===== src/design/assert_macros.svh =====
// Assertion macros used by the top-level design file.
// Build with NO_ASSERTIONS defined to drop every check.
`ifndef ASSERT_MACROS_SVH
`define ASSERT_MACROS_SVH

`ifndef NO_ASSERTIONS

// Same-cycle implication: whenever ante holds, cons holds too.
`define ASSERT_IMP(lbl, clk, rstn, ante, cons, msg) \
    lbl: assert property (@(posedge clk) disable iff (!rstn) (ante) |-> (cons)) \
        else $error(msg);

// Next-cycle implication: whenever ante holds, cons holds on the next clock.
`define ASSERT_NXT(lbl, clk, rstn, ante, cons, msg) \
    lbl: assert property (@(posedge clk) disable iff (!rstn) (ante) |=> (cons)) \
        else $error(msg);

`else

`define ASSERT_IMP(lbl, clk, rstn, ante, cons, msg)
`define ASSERT_NXT(lbl, clk, rstn, ante, cons, msg)

`endif

`endif


===== src/design/ial_pkg.sv =====
`timescale 1ns / 1ps

package ial_pkg;

    localparam int DATA_W       = 32;
    localparam int OP_W         = 2;
    localparam int POS_W        = 5;
    localparam int STS_W        = 2;
    localparam int CNT_OUT_W    = 5;
    localparam int CAPACITY_DEF = 16;

    localparam logic [OP_W-1:0] OP_GET    = 2'd0;
    localparam logic [OP_W-1:0] OP_SET    = 2'd1;
    localparam logic [OP_W-1:0] OP_INSERT = 2'd2;
    localparam logic [OP_W-1:0] OP_REMOVE = 2'd3;

    localparam logic [STS_W-1:0] ST_OK    = 2'd0;
    localparam logic [STS_W-1:0] ST_RANGE = 2'd1;
    localparam logic [STS_W-1:0] ST_FULL  = 2'd2;

    // Commands from the controller to the datapath.
    typedef struct packed {
        logic load;       // take the accepted input beat
        logic rd_pos;     // read the store at the requested position
        logic rd_src;     // read the next shift source
        logic wr_shift;   // write the shifted entry and step the index
        logic wr_val;     // write the input value at the requested position
        logic cap_result; // capture read data as the result value
        logic cnt_inc;
        logic cnt_dec;
        logic out_load;   // move the finished result into the output register
    } t_dp_cmd;

    // Status from the datapath to the controller.
    typedef struct packed {
        logic            err;
        logic [OP_W-1:0] op;
        logic            idx_at_pos;
        logic            prev_at_pos;
        logic            has_next;
        logic            has_next2;
        logic            out_free;
    } t_dp_sts;

endpackage


===== src/design/ial_ctrl.sv =====
`timescale 1ns / 1ps

module ial_ctrl import ial_pkg::*; (
    input  logic    i_clk,
    input  logic    i_rst_n,
    input  logic    i_in_valid,
    output logic    o_in_ready,
    input  t_dp_sts i_sts,
    output t_dp_cmd o_cmd
);

    localparam logic [2:0] S_IDLE   = 3'd0;
    localparam logic [2:0] S_DECIDE = 3'd1;
    localparam logic [2:0] S_READ   = 3'd2;
    localparam logic [2:0] S_SHIFT  = 3'd3;
    localparam logic [2:0] S_PLACE  = 3'd4;
    localparam logic [2:0] S_FINISH = 3'd5;

    logic [2:0] r_state;
    logic [2:0] n_state;

    assign o_in_ready = (r_state == S_IDLE);

    always_comb begin
        n_state = r_state;
        o_cmd   = '0;
        case (r_state)
            S_IDLE: begin
                if (i_in_valid) begin
                    o_cmd.load = 1'b1;
                    n_state    = S_DECIDE;
                end
            end
            S_DECIDE: begin
                if (i_sts.err) begin
                    n_state = S_FINISH;
                end else begin
                    case (i_sts.op)
                        OP_GET, OP_REMOVE: begin
                            o_cmd.rd_pos = 1'b1;
                            n_state      = S_READ;
                        end
                        OP_SET: begin
                            o_cmd.wr_val = 1'b1;
                            n_state      = S_FINISH;
                        end
                        OP_INSERT: begin
                            if (i_sts.idx_at_pos) begin
                                n_state = S_PLACE;
                            end else begin
                                o_cmd.rd_src = 1'b1;
                                n_state      = S_SHIFT;
                            end
                        end
                        default: n_state = S_FINISH;
                    endcase
                end
            end
            S_READ: begin
                o_cmd.cap_result = 1'b1;
                if (i_sts.op == OP_REMOVE) begin
                    if (i_sts.has_next) begin
                        o_cmd.rd_src = 1'b1;
                        n_state      = S_SHIFT;
                    end else begin
                        o_cmd.cnt_dec = 1'b1;
                        n_state       = S_FINISH;
                    end
                end else begin
                    n_state = S_FINISH;
                end
            end
            S_SHIFT: begin
                o_cmd.wr_shift = 1'b1;
                if (i_sts.op == OP_INSERT) begin
                    if (i_sts.prev_at_pos) begin
                        n_state = S_PLACE;
                    end else begin
                        o_cmd.rd_src = 1'b1;
                    end
                end else begin
                    if (i_sts.has_next2) begin
                        o_cmd.rd_src = 1'b1;
                    end else begin
                        o_cmd.cnt_dec = 1'b1;
                        n_state       = S_FINISH;
                    end
                end
            end
            S_PLACE: begin
                o_cmd.wr_val  = 1'b1;
                o_cmd.cnt_inc = 1'b1;
                n_state       = S_FINISH;
            end
            S_FINISH: begin
                if (i_sts.out_free) begin
                    o_cmd.out_load = 1'b1;
                    n_state        = S_IDLE;
                end
            end
            default: n_state = S_IDLE;
        endcase
    end

    always_ff @(posedge i_clk) begin
        if (!i_rst_n) begin
            r_state <= S_IDLE;
        end else begin
            r_state <= n_state;
        end
    end

endmodule


===== src/design/ial_dp.sv =====
`timescale 1ns / 1ps

module ial_dp import ial_pkg::*; #(
    parameter int CAPACITY = CAPACITY_DEF
) (
    input  logic                     i_clk,
    input  logic                     i_rst_n,
    input  t_dp_cmd                  i_cmd,
    output t_dp_sts                  o_sts,
    input  logic [OP_W-1:0]          i_operation,
    input  logic [POS_W-1:0]         i_position,
    input  logic signed [DATA_W-1:0] i_value,
    output logic                     o_out_valid,
    input  logic                     i_out_ready,
    output logic signed [DATA_W-1:0] o_read_value,
    output logic [STS_W-1:0]         o_status,
    output logic [CNT_OUT_W-1:0]     o_count
);

    localparam int AW   = $clog2(CAPACITY);
    localparam int CW   = $clog2(CAPACITY + 1);
    localparam int IW   = CW + 1;
    localparam int CMPW = (CW > POS_W) ? CW : POS_W;

    logic [DATA_W-1:0] r_mem [CAPACITY];
    logic [DATA_W-1:0] r_rd_data;

    logic [OP_W-1:0]          r_op;
    logic [AW-1:0]            r_pos;
    logic [AW-1:0]            r_idx;
    logic [DATA_W-1:0]        r_val;
    logic [DATA_W-1:0]        r_result;
    logic [STS_W-1:0]         r_status;
    logic [CW-1:0]            r_count;

    logic                     r_out_valid;
    logic signed [DATA_W-1:0] r_read_value;
    logic [STS_W-1:0]         r_status_out;
    logic [CNT_OUT_W-1:0]     r_count_out;

    logic [CMPW-1:0]  w_pos_c;
    logic [CMPW-1:0]  w_cnt_c;
    logic [STS_W-1:0] w_status;
    logic [AW-1:0]    w_idx_next;
    logic [AW-1:0]    w_src_addr;
    logic [AW-1:0]    w_rd_addr;
    logic [AW-1:0]    w_wr_addr;
    logic [DATA_W-1:0] w_wr_data;

    // Range and capacity checks on the incoming beat.
    always_comb begin
        w_pos_c  = CMPW'(i_position);
        w_cnt_c  = CMPW'(r_count);
        w_status = ST_OK;
        if (i_operation == OP_INSERT) begin
            if (w_pos_c > w_cnt_c) begin
                w_status = ST_RANGE;
            end else if (w_cnt_c == CMPW'(CAPACITY)) begin
                w_status = ST_FULL;
            end
        end else if (w_pos_c >= w_cnt_c) begin
            w_status = ST_RANGE;
        end
    end

    // Insert walks downwards from the end, remove walks upwards.
    always_comb begin
        w_idx_next = r_idx;
        if (i_cmd.wr_shift) begin
            w_idx_next = (r_op == OP_INSERT) ? AW'(r_idx - 1'b1) : AW'(r_idx + 1'b1);
        end
        w_src_addr = (r_op == OP_INSERT) ? AW'(w_idx_next - 1'b1) : AW'(w_idx_next + 1'b1);
        w_rd_addr  = i_cmd.rd_pos ? r_pos : w_src_addr;
        w_wr_addr  = i_cmd.wr_shift ? r_idx : r_pos;
        w_wr_data  = i_cmd.wr_shift ? r_rd_data : r_val;
    end

    always_ff @(posedge i_clk) begin
        if (i_cmd.wr_shift || i_cmd.wr_val) begin
            r_mem[w_wr_addr] <= w_wr_data;
        end
        if (i_cmd.rd_pos || i_cmd.rd_src) begin
            r_rd_data <= r_mem[w_rd_addr];
        end
    end

    always_ff @(posedge i_clk) begin
        if (i_cmd.load) begin
            r_op     <= i_operation;
            r_pos    <= AW'(i_position);
            r_idx    <= (i_operation == OP_INSERT) ? AW'(r_count) : AW'(i_position);
            r_val    <= i_value;
            r_result <= '0;
            r_status <= w_status;
        end else begin
            r_idx <= w_idx_next;
            if (i_cmd.cap_result) begin
                r_result <= r_rd_data;
            end
        end
        if (i_cmd.out_load) begin
            r_read_value <= r_result;
            r_status_out <= r_status;
            r_count_out  <= CNT_OUT_W'(r_count);
        end
    end

    always_ff @(posedge i_clk) begin
        if (!i_rst_n) begin
            r_count     <= '0;
            r_out_valid <= 1'b0;
        end else begin
            if (i_cmd.cnt_inc) begin
                r_count <= r_count + 1'b1;
            end else if (i_cmd.cnt_dec) begin
                r_count <= r_count - 1'b1;
            end
            if (i_cmd.out_load) begin
                r_out_valid <= 1'b1;
            end else if (i_out_ready) begin
                r_out_valid <= 1'b0;
            end
        end
    end

    always_comb begin
        o_sts.err         = (r_status != ST_OK);
        o_sts.op          = r_op;
        o_sts.idx_at_pos  = (r_idx == r_pos);
        o_sts.prev_at_pos = (AW'(r_idx - 1'b1) == r_pos);
        o_sts.has_next    = ((IW'(r_idx) + IW'(1)) < IW'(r_count));
        o_sts.has_next2   = ((IW'(r_idx) + IW'(2)) < IW'(r_count));
        o_sts.out_free    = !r_out_valid || i_out_ready;
    end

    assign o_out_valid  = r_out_valid;
    assign o_read_value = r_read_value;
    assign o_status     = r_status_out;
    assign o_count      = r_count_out;

endmodule


===== src/design/indexed_array_list.sv =====
`timescale 1ns / 1ps
`include "assert_macros.svh"

// Ordered list of signed 32-bit values held in a simple dual-port store of CAPACITY
// entries, with an element count. Each input beat asks for get, set, insert or
// remove at a list position and produces exactly one result beat carrying the
// value read (get and remove, otherwise zero), a status (ok, index out of range
// or list full) and the element count after the operation. Failed operations
// change nothing. The block works on one operation at a time. The store has
// one write and one registered read port, so an insert or remove moves the
// later entries one per cycle. A finished result sits in an output register,
// so the next beat is taken while that result waits; the block only holds its
// last step when the previous result has still not been taken. The count
// output is the element count reduced to its five bits.
module indexed_array_list import ial_pkg::*; #(
    parameter int CAPACITY = CAPACITY_DEF
) (
    input  logic                     i_clk,
    input  logic                     i_rst_n,
    input  logic                     i_in_valid,
    output logic                     o_in_ready,
    input  logic [OP_W-1:0]          i_operation,
    input  logic [POS_W-1:0]         i_position,
    input  logic signed [DATA_W-1:0] i_value,
    output logic                     o_out_valid,
    input  logic                     i_out_ready,
    output logic signed [DATA_W-1:0] o_read_value,
    output logic [STS_W-1:0]         o_status,
    output logic [CNT_OUT_W-1:0]     o_count
);

    t_dp_cmd w_cmd;
    t_dp_sts w_sts;

    // The controller sequences each operation: decide, read, shift, place
    // and hand the result over.
    ial_ctrl u_ctrl (
        .i_clk      (i_clk),
        .i_rst_n    (i_rst_n),
        .i_in_valid (i_in_valid),
        .o_in_ready (o_in_ready),
        .i_sts      (w_sts),
        .o_cmd      (w_cmd)
    );

    // The datapath holds the store, the count, the walking index and the
    // output register.
    ial_dp #(
        .CAPACITY (CAPACITY)
    ) u_dp (
        .i_clk        (i_clk),
        .i_rst_n      (i_rst_n),
        .i_cmd        (w_cmd),
        .o_sts        (w_sts),
        .i_operation  (i_operation),
        .i_position   (i_position),
        .i_value      (i_value),
        .o_out_valid  (o_out_valid),
        .i_out_ready  (i_out_ready),
        .o_read_value (o_read_value),
        .o_status     (o_status),
        .o_count      (o_count)
    );

    // An accepted beat starts work, so the input side closes for at least
    // the following cycle.
    `ASSERT_NXT(a_busy_after_accept, i_clk, i_rst_n, i_in_valid && o_in_ready, !o_in_ready, "input ready high straight after an accepted beat")

    // A result is only moved out when the output register can take it.
    `ASSERT_IMP(a_load_when_free, i_clk, i_rst_n, w_cmd.out_load, w_sts.out_free, "result loaded over an untaken result")

    // A loaded result is offered on the output in the following cycle.
    `ASSERT_NXT(a_result_offered, i_clk, i_rst_n, w_cmd.out_load, o_out_valid, "loaded result not offered")

    // The count never moves both ways in one cycle.
    `ASSERT_IMP(a_count_one_way, i_clk, i_rst_n, w_cmd.cnt_inc, !w_cmd.cnt_dec, "count raised and lowered together")

endmodule


===== config.mk =====
export PLATFORM = sky130hd
export DESIGN_NAME = indexed_array_list
export DESIGN_NICKNAME = d
export VERILOG_FILES = /design/src/design/ial_pkg.sv /design/src/design/ial_ctrl.sv /design/src/design/ial_dp.sv /design/src/design/indexed_array_list.sv
export VERILOG_INCLUDE_DIRS = /design/src /design/src/design
export SDC_FILE = /design/constraint.sdc
export NUM_CORES = 1
export LEC_CHECK = 0
export BUFFER_PORTS_ARGS = -buffer_cell sky130_fd_sc_hd__buf_2
export CORE_MARGIN = 2
export CORE_UTILIZATION = 45
export DETAILED_ROUTE_END_ITERATION = 7
export GPL_TIMING_DRIVEN = 0
export PLACE_DENSITY = 0.68
export SYNTH_ARGS = -nofsm -noshare
export SYNTH_HDL_FRONTEND = slang
export SYNTH_SLANG_ARGS = --single-unit

===== constraint.sdc =====
create_clock -name i_clk -period 4.1 [get_ports i_clk]
set_clock_uncertainty 0.15 [all_clocks]
set_input_delay 0.82 -clock i_clk [delete_from_list [all_inputs] [get_ports i_clk]]
set_output_delay 0.82 -clock i_clk [all_outputs]
set_load 0.05 [all_outputs]

# [Yosys cells after proc, flatten, opt, wreduce, memory -nomap -nowiden]
# Memories as Yosys holds them, arrays and structs flattened. A register that Yosys moved wholly into a read port is not among the register bits.
# Cells that the tools add are included.
[word_totals] reg_bits=124 ram_bits=512 input_bits=43 output_inout_bits=41 elab_cells=107 memories=1
[classes] add_sub_neg=8 n_lt_le_gt_ge=4 eq_ne=16 n_mux=55 n_reduce_logical=11
[mem_list] memory="u_dp.r_mem" words=16 width=32 read_ports=1 rd_ports_with_merged_regs=1 wr=1 line_no="ial_dp.sv:25" text="logic [DATA_W-1:0] r_mem [CAPACITY];"
[op_table] op="$mux W32" n=1
[op_table] op="$mux W4" n=7
[op_table] op="$mux W1" n=27
[op_table] op="$mux W3" n=9
[op_table] op="$pmux W3 S6" n=1
[op_table] op="$lt A6 B5 Y1" n=2
[op_table] op="$mux W5" n=2
[op_table] op="$pmux W3 S3" n=1
[op_table] op="$add A4 B1 Y4 const B" n=2
[op_table] op="$eq A4 B4 Y1" n=2
[op_table] op="$mux W2" n=4
[op_table] op="$sub A4 B1 Y4 const B" n=2
[op_table] op="$eq A2 B2 Y1 const B" n=3
[op_table] op="$eq A3 B2 Y1 const B" n=2
[op_table] op="$eq A3 B3 Y1 const B" n=2
[op_table] op="$reduce_bool A2 Y1" n=3
[op_table] op="$add A4 B1 Y5 const B" n=1
[op_table] op="$add A4 B2 Y5 const B" n=1
[op_table] op="$add A5 B1 Y5 const B" n=1
[op_table] op="$eq A5 B5 Y1 const B" n=1
[op_table] op="$ge A5 B5 Y1" n=1
[op_table] op="$gt A5 B5 Y1" n=1
[op_table] op="$sub A5 B1 Y5 const B" n=1
[op_table] op="$pmux W1 S2" n=2
[op_table] op="other kinds (13)" n=15

# [Logic depth before layout (Yosys ltp)]
# Gate-level depths: netlist of run 1.
[depth] ltp_word=7 depth_mapped=15 mapped_depth_nobuf=13

# [Modules after synthesis]
# A second synthesis of run 1 with hierarchy kept.
[hier_totals] hier_cells=1327 hier_area_um2=26105.0
[modules_own_cells] module="ial_dp" instances=1 cells_each=1271 area_each_um2=25649.6 seq_area_each_um2=19548.7
[modules_own_cells] module="ial_ctrl" instances=1 cells_each=56 area_each_um2=455.4 seq_area_each_um2=60.1

# [Worst setup path before layout of run 1]
# No wires, ideal clock.
[synth_path] path_type="register to register" startpoint="register u_ctrl.r_state[1]" endpoint="register u_dp.r_op[0], enable pin" arrival_ps=3321 t_required_ps=3530 setup_slack_ps=209 path_stages_with_launch=6 n_path_buf=3 period_less_slack_ps=3891 path_cell_list="dfxtp_1 > clkbuf_1 > nor3_1 > and2_1 > clkbuf_1 > buf_1"
[synth_rtl] element="start: declaration" line_no="ial_ctrl.sv:19" text="logic [2:0] r_state;"
[synth_rtl] element="start signal: assignment" line_no="ial_ctrl.sv:109" text="r_state <= n_state;"
[synth_rtl] element="end signal: assignment" line_no="ial_dp.sv:89" text="r_op <= i_operation;"
[synth_rtl] element="end: declaration" line_no="ial_dp.sv:28" text="logic [OP_W-1:0] r_op;"

# [Worst setup path in the final report of run 1]
[layout_path] startpoint="register u_dp.r_idx[1]" endpoint="register u_dp.r_rd_data[21], read port of u_dp.r_mem, data pin"
[layout_via] elab_chain_len=6 elab_cells_between_ends=24
[layout_rtl] element="start: declaration" line_no="ial_dp.sv:30" text="logic [AW-1:0] r_idx;"
[layout_rtl] element="start signal: assignment" line_no="ial_dp.sv:91" text="r_idx <= (i_operation == OP_INSERT) ? AW'(r_count) : AW'(i_position);"
[layout_rtl] element="start signal: assignment" line_no="ial_dp.sv:96" text="r_idx <= w_idx_next;"
[layout_rtl] element="$add A4 B2 Y5, or another cell as far along" line_no="ial_dp.sv:132" text="o_sts.has_next2 = ((IW'(r_idx) + IW'(2)) < IW'(r_count));"
[layout_rtl] element="$lt A6 B5 Y1, or another cell as far along" line_no="ial_dp.sv:132"
[layout_rtl] element="$mux W1, or another cell as far along" line_no="ial_ctrl.sv:82" text="if (i_sts.has_next2) begin"
[layout_rtl] element="$mux W1, or another cell as far along" line_no="ial_ctrl.sv:75" text="if (i_sts.op == OP_INSERT) begin"
[layout_rtl] element="$pmux W1 S3 / $mux W4 (equally long branches)" line_no="ial_ctrl.sv:27, ial_dp.sv:72"
[layout_rtl] element="$logic_or A1 B1 Y1 / $mux W4 (equally long branches)" line_no="ial_dp.sv:82, ial_dp.sv:73"
[layout_rtl] element="end: declaration" line_no="ial_dp.sv:26" text="logic [DATA_W-1:0] r_rd_data;"
# Several ways; a longest one is shown, not always the timed one.
# A chain may end at the register's enable or synchronous reset.

==> metrics.md, run 1 <==
| Metric | Value |
|---|---|
| Outcome | completed |
| Area leader, netlist | edfxtp_1 |
| Lkg Pwr | 11.18 nW |
| Max-Slew Margin vs Limit | 6.460% |
| Core area | 60250 µm² |
| Hold_sp | i_value[3] |
| Pint | 16.00 mW |
| PnR Total Power | 25.78 mW |
| Most used DFF post-synth | edfxtp_1 |
| Synth Area in Adders | 1.337% |
| Net count after synthesis | 1936 |
| Minimum clock period after layout | 4.063 ns |
| Routed vias | 17220 |
| Top post-synthesis cells by area | edfxtp_1, and3_1, a211oi_1 |
| Post-synthesis mux area share | 4.148% |
| Final #Nets | 2117 |
| Synth cell types | 63 |
| Final core utilization | 53.42% |
| Post-Syn Area | 27330 µm² |
| Endpoint type of the worst setup path | flip-flop |
| Asr flop ratio synth | 0% |
| Actual slew at the worst max-slew pin | 1.388 ns |
| H-tree depth | 3 |
| #FFs+latches synth | 668 |
| P&R area growth vs syn | 17.77% |
| Setup-failing EPs final | 0 |
| Initial antenna violation count | 1 |
| Vias in the first global route | 16960 |
| Net Switching | 9.782 mW |
| Tcrit/Tclk final | 99.09% |
| Hold Fails Final Rpt | 0 |
| Placer congestion estimate | 0.8665 |
| Initial Util | 45.36% |
| Clock Power Share | 22.9% |
| 1st-pass router iterations | 6 |
| WHS | 0.2348 ns |
| Overall routed net length | 72400 µm |
| Fmax | 246.1 MHz |
| Startpoint Class | flip-flop |
| TritonCTS buffer count | 68 |
| Simple-gate portion of the synthesized area | 8.699% |
| Final instance area | 32180 µm² |
| Die W | 250.4 µm |
| Die H | 250.4 µm |
| Count of pins over their slew limit | 0 |
| Cell Rows | 90 |
| CTS max path bufs | 3 |
| Largest net degree at the start of global routing | 30 |
| Critical-path maximum fanout | 10 |
| Final Non-Filler Cells | 2883 |
| Net Sw Frac | 37.95% |
| Crit Path Category | reg2reg |
| Largest family of logic cells by synthesized area | compound AO/OA/AOI/OAI gates |
| Final setup margin | 0.03735 ns |
| RSZ-0062 raised after global routing | yes |
| CTS Root Cell | clkbuf_16 |
| GRT Util Overall | 22.63% |
| Avg Synthesized Cell Area | 14.65 µm² |
| Setup TNS Final | 0 ns |
| WL per Instance | 25.11 µm |
| Die ar. | 62720 µm² |
| IO Pins | 84 |
| Clk_lat worst skew | 0.61 ns |
| CTS sink count | 668 |
| Sequential area share after synthesis | 71.75% |
| Post-synth EDFFs | 623 |
| Place WS | -1.528 ns |
| Synth Area in Compound Gates | 10.83% |
| Placed Area | 29290 µm² |
| Synth Area in XOR/XNOR | 0.5769% |
| Comb power frac | 44.2% |
| Seq pwr share | 32.9% |
| Post-Place Cells | 2750 |
| Most frequent cells after synthesis | edfxtp_1, nand2_1, and3_1 |
| Syn Inst Count | 1865 |
| Most frequent cell after synthesis | edfxtp_1 |
| Critical path data arrival time | 4.27 ns |
| Worst hold path class | in2reg |
| Clk pin slew, worst setup/hold paths | 0.06 ns |
| Overflow left after global routing | 0 |
| Vias per std cell | 5.972 |
| Synth Warn # | 0 |
| Diodes inserted | 0 |
| WP data required | 4.31 ns |
| Residual DRC | 0 |
| First-pass GRT wire length | 106000 µm |
| Detail Route Antenna Nets | 0 |
| CP startpoint | u_dp.r_idx[1] |
| Reg2reg start | u_dp.r_idx[1] |
| Peak supply drop | 0.0004150 V |
| I/O Buffers | 83 |
| Layout cells sized above 1 | 20.99% |
| # Max-Cap Violations | 0 |
| CTS tree | yes |
| Post-synth top area share | 68.46% |
| Initial DRC count | 1915 |
| Post-DP HPWL | 47400 µm |
| Power density over the cells | 801.0 nW/µm² |
-- logic make-up after synthesis --
family	after synthesis
mux	107
compound gates	416
xor+xnor	18
simple gates	464
buf+inv	164
flops	668
fa+ha+maj	28
-- routing by layer --
metal	vias to the layer above	wire, µm	global-route usage [%]
li1	7677	-	-
met1	8609	29070	29.79
met2	793	35050	37.56
met3	135	5679	3.689
met4	2	2587	9.204
met5	-	11	0
-- power groups by stage --
| stage | clock network (mW) | logic (mW) | registers [mW] |
|---|---|---|---|
| 3_5_place_dp | 0 | 9.89 | 8.63 |
| 2_1_floorplan | 0 | 6.30 | 8.70 |
| 4_1_cts | 5.96 | 10.6 | 8.49 |
| 6_report | 5.90 | 11.4 | 8.49 |
| 3_3_place_gp | 0 | 9.67 | 8.65 |
| 5_1_grt | 6.24 | 12.0 | 8.52 |
-- critical path, cell delays in order (launching register included) --
cell	delay, ns
dfxtp_2	0.42
inv_1	0.18
ha_1	0.41
xor2_1	0.17
nand2_1	0.06
o21ai_1	0.15
inv_1	0.10
fa_1	0.47
xnor2_2	0.15
buf_4	0.16
nor2_2	0.21
mux2i_4	0.18
buf_4	0.26
o32ai_2	0.35
a221oi_1	0.10
mux2_2	0.29
-- path summary, 6_finish.rpt --
path / slack (ns) / depth (start not counted) / endpoint
setup reg to reg: 0.04 / 15 / u_dp.r_rd_data[21]
hold / removal: 0.23 / 1 / u_dp.r_val[3]
setup / recovery: 0.04 / 15 / u_dp.r_rd_data[21]
hold reg to reg: 0.27 / 0 / u_dp.o_read_value[19]
-- layout make-up --
| class | count | area (µm²) |
|---|---|---|
| Sequential cell | 668 | 19610 |
| Tap cell | 782 | 978.4 |
| Clock inverter | 37 | 260.3 |
| Buffer | 146 | 762.0 |
| Fill cell | 4812 | 28060 |
| Clock buffer | 88 | 1851 |
| Inverter | 16 | 60.06 |
| Timing Repair Buffer | 112 | 944.7 |
| Multi-Input combinational cell | 1034 | 7719 |
-- sequential cells by signal, summed over array words and instances, names as in the netlist --
name / flops
u_ctrl.r_state: 3
u_dp.o_count: 5
u_dp.o_out_valid: 1
u_dp.o_read_value: 32
u_dp.o_status: 2
u_dp.r_count: 5
u_dp.r_idx: 4
u_dp.r_mem: 512
u_dp.r_op: 2
u_dp.r_pos: 4
u_dp.r_rd_data: 32
u_dp.r_result: 32
u_dp.r_status: 2
u_dp.r_val: 32
-- repair_timing --
item                                    4_1_cts  5_1_grt
hold buffers                                  0        0
buffers inserted                              7        2
hold endpoints to repair                      0        0
endpoints found under the setup margin       32       32
gates resized for setup                      79      100
pin swaps                                     4        4
cloned                                        0        1
-- layout by cell type (no fill, tap or decap), drive strengths merged, types with 4 or more instances in the layout --
master and instances:
a211oi 131, a21boi 66, a21o 4, a21oi 51, a221oi 33, a31oi 5, and2 4, and3 166
buf 181, clkbuf 165, clkinv 31, dfxtp 45, edfxtp 623, ha 26, inv 19, mux2 34
mux2i 74, nand2 177, nand2b 5, nand3 6, nand4 4, nor2 35, nor2b 6, nor3 14
nor4 33, o21ai 43, o22ai 33, o32ai 32, xnor2 6, xor2 12
Power figures use the tool's default switching activity.
==> run 2: changes to the inputs <==
--- a/config.mk
+++ b/config.mk
@@ -8,8 +8,9 @@
 export LEC_CHECK = 0
+export ABC_AREA = 1
 export BUFFER_PORTS_ARGS = -buffer_cell sky130_fd_sc_hd__buf_2
 export CORE_MARGIN = 2
-export CORE_UTILIZATION = 45
+export CORE_UTILIZATION = 38
 export DETAILED_ROUTE_END_ITERATION = 7
 export GPL_TIMING_DRIVEN = 0
-export PLACE_DENSITY = 0.68
+export PLACE_DENSITY = 0.6
 export SYNTH_ARGS = -nofsm -noshare
--- a/constraint.sdc
+++ b/constraint.sdc
@@ -4,2 +4,2 @@
 set_output_delay 0.82 -clock i_clk [all_outputs]
-set_load 0.05 [all_outputs]
+set_load 0.1 [all_outputs]
==> run 2 against run 1 <==
Clock power is 8.1% higher. Critical endpoint is now u_dp.r_rd_data[20]. Register-to-register slack improved by 0.20 ns. Sequential share of layout area decreased by 3.7 points. Count of clock-buffer cells in the layout rose by 7. Non-clock buffer count is 6 lower. Utilization is 9.2 points lower. Via count is 21% higher. Total power rose by 5.8%. Largest cell class unchanged. Cell area is 6.5% higher. Combinational power is 8% higher. Highest routed layer is now met4.
==> metrics.md, run 2 <==
| Metric | Value |
|---|---|
| Actual slew at the worst max-slew pin | 1.271 ns (-0.1175 ns) |
| Worst r2r dst | u_dp.r_rd_data[20] |
| Largest stage delay on the critical path | 0.62 ns (+0.15 ns) |
| Sequential cell area | 19610 µm² (about the same) |
| Post-synth top area share | 62.97% (-5.5 points) |
| I/O Buffers | 83 (unchanged) |
| Most used DFF post-synth | edfxtp_1 |
| CTS tree | yes |
| Initial DRC count | 1998 (+4.3%) |
| Most common cell after layout, fill and taps aside | nand2_1 |
| Overflow left after global routing | 0 (unchanged) |
| # Max-Cap Violations | 0 (unchanged) |
| Final instance area | 34280 µm² (+6.5%) |
| Synth cell types | 39 (-38%) |
| Post-CTS setup buffer count | 0 (-7) |
| GRT Util Overall | 20.91% (-1.7 points) |
| Die ar. | 80430 µm² (+28%) |
| TritonCTS buffer count | 69 (+1.5%) |
| CP cell instances | inv_1, ha_1, nor2_1, a21oi_1, o21ai_0, fa_1, nand2_1, o21ai_2, buf_2, buf_4, nand3_1, nand2_1, nand2_1, nand2_1, nand3_1, nand2_1 |
| Layout cells sized above 1 | 10.23% (-11 points) |
| Diodes inserted | 0 (unchanged) |
| Tcrit/Tclk final | 94.19% (-4.9 points) |
| Endpoint type of the worst setup path | flip-flop |
| Crit Path Category | reg2reg |
| Vias in the first global route | 19800 (+17%) |
| Final Non-Filler Cells | 4189 (+45%) |
| Hold-fix buffers, CTS | 0 (unchanged) |
| CTS sink count | 668 (unchanged) |
| Post-CTS sizing | 3 (-96%) |
| Post-Syn Area | 29710 µm² (+8.7%) |
| WP data required | 4.41 ns (+0.10 ns) |
| Core area | 77470 µm² (+29%) |
| Startpoint Class | flip-flop |
| First-pass GRT wire length | 125100 µm (+18%) |
| Sequential area share after synthesis | 66.01% (-5.7 points) |
| RSZ-0062 raised after global routing | no |
| Critical path's slowest cell | fa_1 |
| CTS max path bufs | 3 (unchanged) |
| Residual DRC | 0 (unchanged) |
| Cell Rows | 102 (+13%) |
| Peak supply drop | 0.0008790 V (+110%) |
| Vias per std cell | 4.954 (-17%) |
| Net Switching | 11.76 mW (+20%) |
| Most frequent cell after synthesis | nand2_1 |
| Largest net degree at the start of global routing | 32 (+6.7%) |
| Syn Inst Count | 2924 (+57%) |
| Placer congestion estimate | 0.8694 (+0.33%) |
| Post-synth EDFFs | 623 (unchanged) |
| Hold_sp | i_value[23] |
| WL per Instance | 20.25 µm (-19%) |
| Overall routed net length | 84830 µm (+17%) |
| Max-Slew Margin vs Limit | 14.62% (+8.2 points) |
| Clk pin slew, worst setup/hold paths | 0.06 ns (about the same) |
| IO Pins | 84 (unchanged) |
| Final #Nets | 3169 (+50%) |
| Crit path top cell by count | nand2_1 |
| CTS Root Cell | clkbuf_16 |
| Fmax | 259.0 MHz (+5.2%) |
| Synth Warn # | 0 (unchanged) |
| Detail Route Antenna Nets | 0 (unchanged) |
| #FFs+latches synth | 668 (unchanged) |
| Avg Synthesized Cell Area | 10.16 µm² (-31%) |
| Initial antenna violation count | 1 (unchanged) |
| 1st-pass router iterations | 5 (-1) |
| Critical path destination | u_dp.r_rd_data[20] |
| Routed vias | 20750 (+21%) |
| Pint | 15.50 mW (-3.1%) |
| Reg2reg start | u_dp.r_idx[0] |
| Seq pwr share | 31.3% (-1.6 points) |
| Placed Area | 31970 µm² (+9.2%) |
| Comb power frac | 45.3% (+1.1 points) |
| Post-DP HPWL | 57250 µm (+21%) |
| Worst r2r path cells | 16 (+1) |
| Net count after synthesis | 2995 (+55%) |
| Hold Fails Final Rpt | 0 (unchanged) |
| Power density over the cells | 795.5 nW/µm² (-0.69%) |
| Lkg Pwr | 14.54 nW (+30%) |
| Net Sw Frac | 43.14% (+5.2 points) |
| P&R area growth vs syn | 15.38% |
| Critical path data arrival time | 4.17 ns (-0.10 ns) |
| Clk_lat worst skew | 0.62 ns (about the same) |
| H-tree depth | 3 (unchanged) |
| Asr flop ratio synth | 0% (unchanged) |
| Initial Util | 38.35% (-7.0 points) |
| Die W | 283.6 µm (+13%) |
| Top post-synthesis cells by area | edfxtp_1, nand2_1, nand3_1 |
| Critical-path maximum fanout | 10 (unchanged) |
| Most frequent cells in the layout | nand2_1, edfxtp_1, nand3_1 |
| Minimum clock period after layout | 3.862 ns (-0.2010 ns) |
| Setup-failing EPs final | 0 (unchanged) |
| Multi-input gate area | 7734 µm² (+0.19%) |
| Largest Register | u_dp.r_mem |
| Reg2reg setup slack | 0.24 ns (+0.20 ns) |
| Worst hold path class | in2reg |
| Layout fillers | 7274 (+51%) |
| Post-Place Cells | 4067 (+48%) |
| CP startpoint | u_dp.r_idx[0] |
| Die H | 283.6 µm (+13%) |
| Max FFs per register | 512 (unchanged) |
| Most frequent cells after synthesis | nand2_1, edfxtp_1, nand3_1 |
| PnR Total Power | 27.27 mW (+5.8%) |
| Area leader, netlist | edfxtp_1 |
| Count of pins over their slew limit | 0 (unchanged) |
| Clock Power Share | 23.4% (+0.5 points) |
| Outcome | completed |
==> run 2: changes by cell type in the layout (fill, tap and decap cells not counted), sizes merged, moves of 33 or more <==
cell | previous run | this run
nor4 | 33 | 0
nand3b | 1 | 96
a21boi | 66 | 4
nand3 | 6 | 471
mux2 | 34 | 0
and3 | 166 | 1
nand2 | 177 | 902
mux2i | 74 | 0
inv | 19 | 470
a211oi | 131 | 1
==> run 2: per-stage QoR <==
| step | hold slack, ns | worst slack [ns] | util [%] | setup TNS, ns |
|---|---|---|---|---|
| floorplan | 0.2586 | 0.5239 | - | 0 |
| global placement | 0.2625 | -1.480 | 40.57 | -597.72 |
| detailed placement | 0.2631 | -0.1147 | 41.28 | -0.5278 |
| CTS | 0.1972 | 0.05654 | 44.21 | 0 |
| global route | 0.2242 | 0.01432 | 44.25 | 0 |
| finish | 0.2275 | 0.2384 | 44.25 | 0 |
==> run 2: layout make-up <==
class | instances | share of cell area, %
clock inverters | 27 | 0.8651
well taps | 1040 | 3.796
repair buffers | 103 | 2.409
multi-input cells | 1636 | 22.56
clock buffers | 95 | 5.749
inverters | 471 | 5.158
flip-flops and latches | 668 | 57.21
plain buffers | 149 | 2.252
==> run 2: worst min path at each step <==
stage,to,depth (start not counted)
after floorplan,u_dp.o_read_value[0],0
after global placement,u_dp.o_read_value[27],0
after detailed placement,u_dp.o_read_value[21],0
after CTS,u_dp.r_val[16],1
after global routing,u_dp.r_val[27],1
final,u_dp.r_val[23],1
==> run 2: cells by family (layout without fill, tap and decap cells) <==
| kind of cell | count (synthesis) | count (layout) | share of synthesized area, % |
|---|---|---|---|
| buffers and inverters | 620 | 845 | 8.470 |
| AND/OR/NAND/NOR | 1523 | 1523 | 22.63 |
| adder cells (fa/ha/maj) | 28 | 28 | 1.230 |
| flip-flops | 668 | 668 | 66.01 |
| XOR/XNOR | 6 | 6 | 0.1769 |
| AO/OA/AOI/OAI | 79 | 79 | 1.487 |
==> run 2: metal layers <==
| layer | track usage, % | vias up | wire, µm | part of all wire [%] |
|---|---|---|---|---|
| li1 | - | 9914 | - | - |
| met5 | 0 | - | 0 | 0 |
| met2 | 36.00 | 756 | 41710 | 49 |
| met4 | 7.725 | 0 | 2500 | 2.9 |
| met1 | 26.90 | 9944 | 35190 | 41 |
| met3 | 2.830 | 140 | 5419 | 6.4 |
==> run 2: power by group through the flow <==
stage / logic, mW / clock network (mW) / registers [mW]
after floorplan: 7.39 / 0 / 8.77
after global placement: 12.0 / 0 / 8.71
after detailed placement: 12.1 / 0 / 8.68
after CTS: 12.2 / 6.45 / 8.54
after global routing: 13.4 / 6.72 / 8.57
final: 12.3 / 6.38 / 8.55
==> run 2: critical path: cells and delay by family, from the launching register on <==
| kind | cells | cell delay (ns) |
|---|---|---|
| AOI/OAI and AO/OA | 3 | 0.46 |
| and+or+nand+nor | 8 | 0.69 |
| DFF | 1 | 0.51 |
| adders and majority gates | 2 | 1.04 |
| buffers and inverters | 3 | 0.88 |
==> run 3: changes to the inputs <==
Settings changed: SYNTH_HIERARCHICAL set to 1.
==> run 3 against run 2 <==
Combinational power decreased by 9.8%. Synthesized area decreased by 2.1%. Largest power group unchanged. Synthesized cell count decreased by 2.6%.
==> metrics.md, run 3 <==
| Metric | Value |
|---|---|
| Routed vias | 20250 (-2.4%) |
| Most used DFF post-synth | edfxtp_1 |
| Clk_lat worst skew | 0.60 ns (-0.02 ns) |
| Initial Util | 38.36% (about the same) |
| Initial antenna violation count | 1 (unchanged) |
| Largest net degree at the start of global routing | 33 (+3.1%) |
| Layout cells sized above 1 | 10.89% (+0.67 points) |
| Peak supply drop | 0.0009147 V (+4.1%) |
| # Max-Cap Violations | 0 (unchanged) |
| RSZ-0062 raised after global routing | no |
| P&R area growth vs syn | 15.43% (about the same) |
| CTS sink count | 668 (unchanged) |
| Post-Syn Area | 29090 µm² (-2.1%) |
| Overall routed net length | 78690 µm (-7.2%) |
| WL per Instance | 19.41 µm (-4.1%) |
| Largest Register | u_dp/r_mem |
| Actual slew at the worst max-slew pin | 0.9810 ns (-0.2900 ns) |
| Overflow left after global routing | 0 (unchanged) |
| WHS | 0.2395 ns (+0.01201 ns) |
| Vias per std cell | 4.996 (+0.84%) |
| CTS Root Cell | clkbuf_16 |
| Die ar. | 78780 µm² (-2.1%) |
| Die H | 280.7 µm (-1.0%) |
| Max-Slew Margin vs Limit | 32.91% (+18 points) |
| Area leader, netlist | edfxtp_1 |
| Net count after synthesis | 2921 (-2.5%) |
| Synth cell types | 42 (+7.7%) |
| Crit Path Category | reg2reg |
| Diodes inserted | 0 (unchanged) |
| CTS max path bufs | 3 (unchanged) |
| Asr flop ratio synth | 0% (unchanged) |
| Critical-path maximum fanout | 10 (unchanged) |
| Post-synth EDFFs | 623 (unchanged) |
| Most frequent cells after synthesis | nand2_1, edfxtp_1, nand3_1 |
| Vias in the first global route | 19300 (-2.6%) |
| Minimum clock period after layout | 3.944 ns (+0.08287 ns) |
| IO Pins | 84 (unchanged) |
| Tcrit/Tclk final | 96.21% (+2.0 points) |
| Outcome | completed |
| Core area | 75820 µm² (-2.1%) |
| TritonCTS buffer count | 70 (+1.4%) |
| Hold Fails Final Rpt | 0 (unchanged) |
| Critical path data arrival time | 4.26 ns (+0.09 ns) |
| Setup-failing EPs final | 0 (unchanged) |
| Most frequent cells in the layout | nand2_1, edfxtp_1, nand3_1 |
| Endpoint type of the worst setup path | flip-flop |
| Detail Route Antenna Nets | 0 (unchanged) |
| WP data required | 4.42 ns (about the same) |
| Most common cell after layout, fill and taps aside | nand2_1 |
| Cell Rows | 101 (-0.98%) |
| Synth Warn # | 6 (+6) |
| Placer congestion estimate | 0.8330 (-4.2%) |
| H-tree depth | 3 (unchanged) |
| Count of pins over their slew limit | 0 (unchanged) |
| Clk pin slew, worst setup/hold paths | 0.06 ns (about the same) |
| 1st-pass router iterations | 6 (+1) |
| Final #Nets | 3096 (-2.3%) |
| Post-DP HPWL | 53740 µm (-6.1%) |
| Residual DRC | 0 (unchanged) |
| Final Non-Filler Cells | 4054 (-3.2%) |
| Final core utilization | 44.28% (about the same) |
| Worst hold path class | in2reg |
| I/O Buffers | 83 (unchanged) |
| Post-Place Cells | 3929 (-3.4%) |
| Post-synth top area share | 64.32% (+1.3 points) |
| Post-CTS setup buffer count | 0 (unchanged) |
| Sequential area share after synthesis | 67.41% (+1.4 points) |
| Power density over the cells | 763.4 nW/µm² (-4.0%) |
| Lkg Pwr | 14.04 nW (-3.4%) |
| Max FFs per register | 512 (unchanged) |
| Startpoint Class | flip-flop |
| CTS tree | yes |
| Fmax | 253.5 MHz (-2.1%) |
| Top post-synthesis cells by area | edfxtp_1, nand2_1, nand3_1 |
| Syn Inst Count | 2848 (-2.6%) |
| Die W | 280.7 µm (-1.0%) |
| Initial DRC count | 1842 (-7.8%) |
| First-pass GRT wire length | 117800 µm (-5.9%) |
| Avg Synthesized Cell Area | 10.21 µm² (+0.53%) |
| #FFs+latches synth | 668 (unchanged) |
| Most frequent cell after synthesis | nand2_1 |
| GRT Util Overall | 19.99% (-0.92 points) |
## run 3: cell types whose count changed after synthesis, sizes merged, moves of 27 or more
cell / before / now
inv: 470 / 312
nand3: 471 / 371
nor2: 45 / 72
nand3b: 96 / 34
o21ai: 19 / 51
nand2: 902 / 1074
## run 3: per-layer routing
layer,GRT usage (%),wire (µm),part of all wire (%)
met2,32.76,36530,46
met1,26.88,34120,43
met4,8.131,2845,3.6
met3,2.660,5182,6.6
met5,0,7,0.0089
## run 3: cells by family (layout without fill, tap and decap cells)
family | count (synthesis) | in the layout | synth area share [%]
buf+inv | 462 | 690 | 6.345
simple gates | 1565 | 1565 | 22.52
flops | 668 | 668 | 67.41
fa+ha+maj | 30 | 30 | 1.342
compound gates | 113 | 113 | 2.078
xor+xnor | 10 | 10 | 0.3011
## run 3: worst paths after layout
path / startpoint / endpoint / slack, ns / cells past startpoint
setup / recovery: u_ctrl/r_state[1] / u_dp/r_rd_data[11] / 0.16 / 17
hold / removal: i_value[12] / u_dp/r_val[12] / 0.24 / 1
setup reg to reg: u_ctrl/r_state[1] / u_dp/r_rd_data[11] / 0.16 / 17
hold reg to reg: u_dp/r_result[8] / u_dp/o_read_value[8] / 0.28 / 0
## run 3: area by class of cell
| type | count | area (µm²) |
|---|---|---|
| plain buffers | 150 | 696.9 |
| clock buffers | 92 | 1886 |
| clock inverters | 33 | 339.1 |
| fillers | 7083 | 42250 |
| inverters | 312 | 1171 |
| multi-input cells | 1718 | 7795 |
| flip-flops and latches | 668 | 19610 |
| well taps | 978 | 1224 |
| repair buffers | 103 | 857.1 |
## run 3: critical path, cell delays in order (launching register included)
cell and delay [ns]:
dfxtp_1 0.46, nand2_2 0.14, nor2_4 0.16, buf_4 0.19, clkbuf_4 0.29, nand2_1 0.09
o21a_1 0.12, inv_1 0.11, fa_1 0.47, o21ai_4 0.24, clkbuf_2 0.41, buf_2 0.45
nand2_1 0.11, nand2_1 0.08, nand2_1 0.10, nand2_1 0.10, nand2_1 0.05, nand2_1 0.07
## run 3: metrics by stage
step / power [mW] / instance area [µm²] / setup slack [ns] / setup TNS (ns)
final: 25.63 / 33580 / 0.1555 / 0
after global routing: 27.14 / 33580 / 0.009527 / 0
after CTS: 25.64 / 33550 / 0.01884 / 0
after detailed placement: 19.36 / 31310 / -1.033 / -28.28
after global placement: 19.20 / 30730 / -1.809 / -749.21
after floorplan: 15.40 / 29090 / 0.3358 / 0
## run 3: where the power goes
part	total, mW	switching (mW)	internal (mW)	leakage (nW)
logic	11.1	8.10	2.96	6.95
registers	8.35	0.153	8.20	6.00
clock network	6.22	2.59	3.63	1.08
## run 3: timing repair
| item | 4_1_cts | 5_1_grt |
|---|---|---|
| hold buffers | 0 | 0 |
| resized for setup | 14 | 12 |
| gates cloned | 0 | 0 |
| setup endpoints to repair | 32 | 64 |
